$ cat src/hw/rtl/text_console_writer_unit_macros.svh
// Assertion helpers used by the console writer back end (tcw_back).
`ifndef TEXT_CONSOLE_WRITER_UNIT_MACROS_SVH
`define TEXT_CONSOLE_WRITER_UNIT_MACROS_SVH

// Checked only while out of reset.
`define TCW_ASSERT(lbl, clk, rst_n, prop, msg) \
	lbl: assert property (@(posedge clk) disable iff (!rst_n) prop) else $error(msg);

// Checked at every edge, reset included.
`define TCW_ASSERT_ALWAYS(lbl, clk, prop, msg) \
	lbl: assert property (@(posedge clk) prop) else $error(msg);

`endif

$ cat src/hw/rtl/tcw_pkg.sv
`default_nettype none
package tcw_pkg;

	localparam int DEF_COLUMNS = 80;
	localparam int DEF_ROWS    = 25;

	localparam int POS_W  = 11;
	localparam int CELL_W = 16;

	localparam logic [7:0] CHAR_NEWLINE   = 8'd10;
	localparam logic [7:0] CHAR_RETURN    = 8'd13;
	localparam logic [7:0] CHAR_BACKSPACE = 8'd8;
	localparam logic [7:0] CHAR_TAB       = 8'd9;
	localparam logic [7:0] CHAR_BLANK     = 8'h20;
	localparam logic [7:0] ATTR_RESET     = 8'h0F;

	localparam logic [1:0] CMD_PUT   = 2'd0;
	localparam logic [1:0] CMD_CLEAR = 2'd1;
	localparam logic [1:0] CMD_READ  = 2'd2;

	typedef enum logic [2:0] {
		OP_CHAR,
		OP_NEWLINE,
		OP_RETURN,
		OP_BACKSPACE,
		OP_TAB,
		OP_CLEAR,
		OP_READ,
		OP_NOP
	} op_t;

	typedef enum logic [2:0] {
		ST_INIT,
		ST_IDLE,
		ST_RD,
		ST_SCROLL,
		ST_BLANK
	} state_t;

	typedef struct packed {
		op_t         op;
		logic [7:0]  ch;
		logic [10:0] idx;
	} item_t;

endpackage
`default_nettype wire

$ cat src/hw/rtl/tcw_if.sv
`default_nettype none
interface tcw_cmd_if;
	logic        valid;
	logic        ready;
	logic [1:0]  command;
	logic [7:0]  char_code;
	logic [10:0] cell_index;

	modport source (output valid, output command, output char_code, output cell_index,
		input ready);
	modport sink (input valid, input command, input char_code, input cell_index,
		output ready);
endinterface

`default_nettype wire

$ cat src/hw/rtl/tcw_front.sv
`default_nettype none
module tcw_front #(
	parameter int SCREEN_COLUMNS = tcw_pkg::DEF_COLUMNS,
	parameter int SCREEN_ROWS    = tcw_pkg::DEF_ROWS
) (
	input  wire logic    clk,
	input  wire logic    arst_n,
	tcw_cmd_if.sink      cmd,
	output tcw_pkg::item_t head,
	output logic         head_valid,
	input  wire logic    pop
);
	import tcw_pkg::*;

	localparam int CELLS = SCREEN_COLUMNS * SCREEN_ROWS;

	item_t      ent_q [2];
	logic       wr_ptr_q;
	logic       rd_ptr_q;
	logic [1:0] cnt_q;
	item_t      cls;
	logic       push;

	always_comb begin
		cls.ch  = cmd.char_code;
		cls.idx = cmd.cell_index;
		unique case (cmd.command)
			CMD_PUT: begin
				unique case (cmd.char_code)
					CHAR_NEWLINE:   cls.op = OP_NEWLINE;
					CHAR_RETURN:    cls.op = OP_RETURN;
					CHAR_BACKSPACE: cls.op = OP_BACKSPACE;
					CHAR_TAB:       cls.op = OP_TAB;
					default:        cls.op = OP_CHAR;
				endcase
			end
			CMD_CLEAR: cls.op = OP_CLEAR;
			// A read beyond the screen returns zero, just like an unused command.
			CMD_READ:  cls.op = (int'(cmd.cell_index) < CELLS) ? OP_READ : OP_NOP;
			default:   cls.op = OP_NOP;
		endcase
	end

	assign cmd.ready  = (cnt_q != 2'd2);
	assign push       = cmd.valid && cmd.ready;
	assign head_valid = (cnt_q != 2'd0);
	assign head       = ent_q[rd_ptr_q];

	always_ff @(posedge clk) begin
		if (push) begin
			ent_q[wr_ptr_q] <= cls;
		end
	end

	always_ff @(posedge clk or negedge arst_n) begin
		if (!arst_n) begin
			wr_ptr_q <= 1'b0;
			rd_ptr_q <= 1'b0;
			cnt_q    <= 2'd0;
		end else begin
			if (push) begin
				wr_ptr_q <= !wr_ptr_q;
			end
			if (pop) begin
				rd_ptr_q <= !rd_ptr_q;
			end
			cnt_q <= cnt_q + {1'b0, push} - {1'b0, pop};
		end
	end

endmodule
`default_nettype wire

$ cat src/flat_wrapper.sv
// flat-port wrapper written by rule: the top's interface ports become plain ports
module tcw_front_flat import tcw_pkg::*;
#(
	parameter int SCREEN_COLUMNS = tcw_pkg::DEF_COLUMNS,
	parameter int SCREEN_ROWS    = tcw_pkg::DEF_ROWS
)
  (clk, arst_n, head, head_valid, pop, cmd_valid, cmd_command, cmd_char_code, cmd_cell_index, cmd_ready);
  tcw_cmd_if cmd_i ();
  input  wire logic clk;
  input  wire logic arst_n;
  output tcw_pkg::item_t head;
  output logic head_valid;
  input  wire logic pop;
  input wire logic [$bits(cmd_i.valid)-1:0] cmd_valid;
  input wire logic [$bits(cmd_i.command)-1:0] cmd_command;
  input wire logic [$bits(cmd_i.char_code)-1:0] cmd_char_code;
  input wire logic [$bits(cmd_i.cell_index)-1:0] cmd_cell_index;
  output wire logic [$bits(cmd_i.ready)-1:0] cmd_ready;
  assign cmd_i.valid = cmd_valid;
  assign cmd_i.command = cmd_command;
  assign cmd_i.char_code = cmd_char_code;
  assign cmd_i.cell_index = cmd_cell_index;
  assign cmd_ready = cmd_i.ready;
  tcw_front #(.SCREEN_COLUMNS(SCREEN_COLUMNS), .SCREEN_ROWS(SCREEN_ROWS)) u_core (.clk(clk), .arst_n(arst_n), .cmd(cmd_i), .head(head), .head_valid(head_valid), .pop(pop));
endmodule
$ cat config.mk
export PLATFORM = sky130hd
export DESIGN_NAME = tcw_front_flat
export DESIGN_NICKNAME = d
export VERILOG_FILES = /design/src/hw/rtl/text_console_writer_unit_macros.svh /design/src/hw/rtl/tcw_pkg.sv /design/src/hw/rtl/tcw_if.sv /design/src/hw/rtl/tcw_front.sv /design/src/flat_wrapper.sv
export SDC_FILE = /design/constraint.sdc
export NUM_CORES = 1
export LEC_CHECK = 0
export BUFFER_PORTS_ARGS = -buffer_cell sky130_fd_sc_hd__buf_4
export CAP_MARGIN = 5
export CORE_MARGIN = 2
export CORE_UTILIZATION = 25
export DETAILED_ROUTE_END_ITERATION = 10
export GPL_TIMING_DRIVEN = 0
export PLACE_DENSITY = 0.49
export SYNTH_ARGS = -nofsm -noshare
export SYNTH_HDL_FRONTEND = slang
export SYNTH_SLANG_ARGS = --single-unit
$ cat constraint.sdc
create_clock -name clk -period 1.99 [get_ports clk]
set_input_delay 0.199 -clock clk [delete_from_list [all_inputs] [get_ports clk]]
set_output_delay 0.199 -clock clk [all_outputs]
set_load 0.1 [all_outputs]
==> reports/results.ini <==
[outcome]
status = finished, final reports clean

[cts]
cts_tree = yes
clk_pin_slew_worst_paths_ns = 0.09
worstSkewPairLatency_ns = 0.30
htreeDepth = 2
root_buffer = clkbuf_8
clkSinkCount = 48
clockBufferDepth = 2
cts_buffers = 5
post_cts_buffers = 0

[sta]
worst_hold_slack_ns = 0.08037
min_period_ns = 1.834
rsz0062_at_grt = false
worst_slew_pin_slew_ns = 1.120
finalSetupTns_ns = 0
slew_headroom_pct = 25.34
drv_slew = 0
finalHoldViolCount = 0
fin_crit_sh_pct = 92.18
worst_clock_skew_ns = 0.007863
max_freq_ghz = 0.5451
setup_ws_ns = 0.1555
setup_viol = 0

[grt]
grt_pass1_wl_mm = 5.913
grt_pass1_vias = 1188
overflow = 0
gr-usage-all-layers_pct = 9.205
antenna_found_initial = 0
grt_max_degree = 23

[setup_path]
startpoint_type = flip-flop
cp_max_fo = 22
worstPathRequired_ns = 1.91
crit_path_end_kind = flip-flop
cpMaxStageDelayCell = and3_1
max_stage_delay_ns = 0.91
crit_arrival_ns = 1.75
path_class = reg -> reg
reg2regPathDepth = 2
path_cells = nand2b_2 -> and3_1

[hold_path]
hold_path_class = in -> reg
whs_path_depth = 2

[floorplanning]
die_y_um = 92.31
die_x_um = 92.31
dieArea_sq_um = 8520
core_area_sq_um = 7647
ios = 49
start_util_pct = 25.49
rows = 32

[logic_synthesis]
avgSynthCellArea_sq_um = 18.39
synth_fa_ha_area_share_pct = 3.851
yosysWarnings = 0
netlist_instances = 106
synth_compound_area_share_pct = 1.797
synth_edf_count = 44
ys_ff_latch = 48
synth_seq_area_share_pct = 72.91
synth.distinct_cells = 20
muxShareOfSynthArea_pct = 12.71
synth_top_family_by_area = multiplexers
syn_nets = 137
synth-simple-area-share_pct = 4.750
synth_async_sr_flop_share_pct = 8.333
synthFlopType = edfxtp_1
synth_xor_area_share_pct = 2.246
netlist_area_sq_um = 1949

[detailed_routing]
wire_per_inst_um = 14.50
routed_via_density = 4.034
totalWireLength_mm = 3.842
drt_iter0_drc = 35
vias = 1069
postRouteAntennaNets = 0
drc_errors = 0
firstDrtPassIters = 4

[finish]
mostFrequentLayoutCells = 50 x buf_4, 44 x edfxtp_1, 22 x mux2_2
antenna_cells = 0
multi_input_area_sq_um = 504.2
area_growth_pct = 31.96
nNetsFinal = 193
regArea_sq_um = 1421
mostFrequentLayoutCell = buf_4
fill_cells = 750
layout-drive-gt1-share_pct = 52.15

[place]
hpwl_mm = 2.758
portBuffers = 48
gp_congestion = 0.7593
pre_cts_slack_ns = 0.1377

[run]
maxCapViolCount = 0

[through the flow]
step / cell area, sq um / std cells / util, %
floorplan: 1959 / 106 / -
global placement: 2447 / 256 / 32.00
finish: 2572 / 265 / 33.64
CTS: 2572 / 265 / 33.64
global route: 2572 / 265 / 33.64
detailed placement: 2447 / 256 / 32.00
[cells by family (layout without fill, tap and decap cells)]
logic type | after synthesis | count (layout)
DFF | 48 | 48
xor gates and xnor gates | 5 | 5
buffers and inverters | 7 | 64
and+or+nand+nor | 14 | 14
muxes | 22 | 22
AOI/OAI and AO/OA | 4 | 4
adders and majority gates | 6 | 6
[cells in the mapped netlist (2+ instances only)]
cell type / count / area [sq um]
buf_4: 2 / 15.01
dfrtp_1: 4 / 100.1
edfxtp_1: 44 / 1321
ha_1: 6 / 75.07
inv_1: 5 / 18.77
mux2_2: 22 / 247.7
nand2b_1: 2 / 12.51
nor2_1: 5 / 18.77
o21ai_0: 2 / 10.01
xnor2_1: 3 / 26.28
xor2_1: 2 / 17.52
[worst max-delay path, delay by kind of cell (launching register included)]
| family | cells | cell delay [ns] |
|---|---|---|
| DFF | 1 | 0.43 |
| and+or+nand+nor | 2 | 1.02 |
[flip-flops by register name, summed over array words and instances (netlist names)]
register         count
u_core.cnt_q         2
u_core.wr_ptr_q      1
u_core.ent_q        44
u_core.rd_ptr_q      1
[path summary, 6_finish.rpt]
| kind | startpoint | endpoint | slack (ns) |
|---|---|---|---|
| max in group asynchronous | arst_n | u_core.cnt_q[0] | 1.66 |
| hold reg to reg | u_core.wr_ptr_q | u_core.wr_ptr_q | 0.57 |
| setup reg to reg | u_core.cnt_q[1] | u_core.ent_q[1][11] | 0.16 |
| min in group asynchronous | arst_n | u_core.cnt_q[1] | 0.23 |
| hold / removal | pop | u_core.rd_ptr_q | 0.08 |
| setup / recovery | u_core.cnt_q[1] | u_core.ent_q[1][11] | 0.16 |
[routing by layer]
| layer | GRT usage (%) | wire length (um) | vias up |
|---|---|---|---|
| met4 | 2.239 | 40 | 0 |
| met5 | 0 | 0 | - |
| met3 | 2.848 | 160 | 6 |
| met1 | 10.40 | 1550 | 526 |
| li1 | - | - | 508 |
| met2 | 16.85 | 2090 | 29 |
[repair_timing]
action                                 in CTS  in global routing
endpoints found under the hold margin       4                  0
resized for setup                           0                  0
hold buffers                                1                  0
[area by class of cell]
| type | count | area share (%) |
|---|---|---|
| clock buffer | 5 | 2.675 |
| clock inverter | 3 | 1.800 |
| multi-input combinational | 51 | 19.60 |
| tap | 102 | 4.961 |
| timing repair buffer | 49 | 14.40 |
| inverter | 5 | 0.7296 |
| buffer | 2 | 0.5837 |
| sequential | 48 | 55.25 |
Power is left out: the tool's default activity adds up to more than one toggle a clock period on the data nets, which glitch-free logic cannot reach.
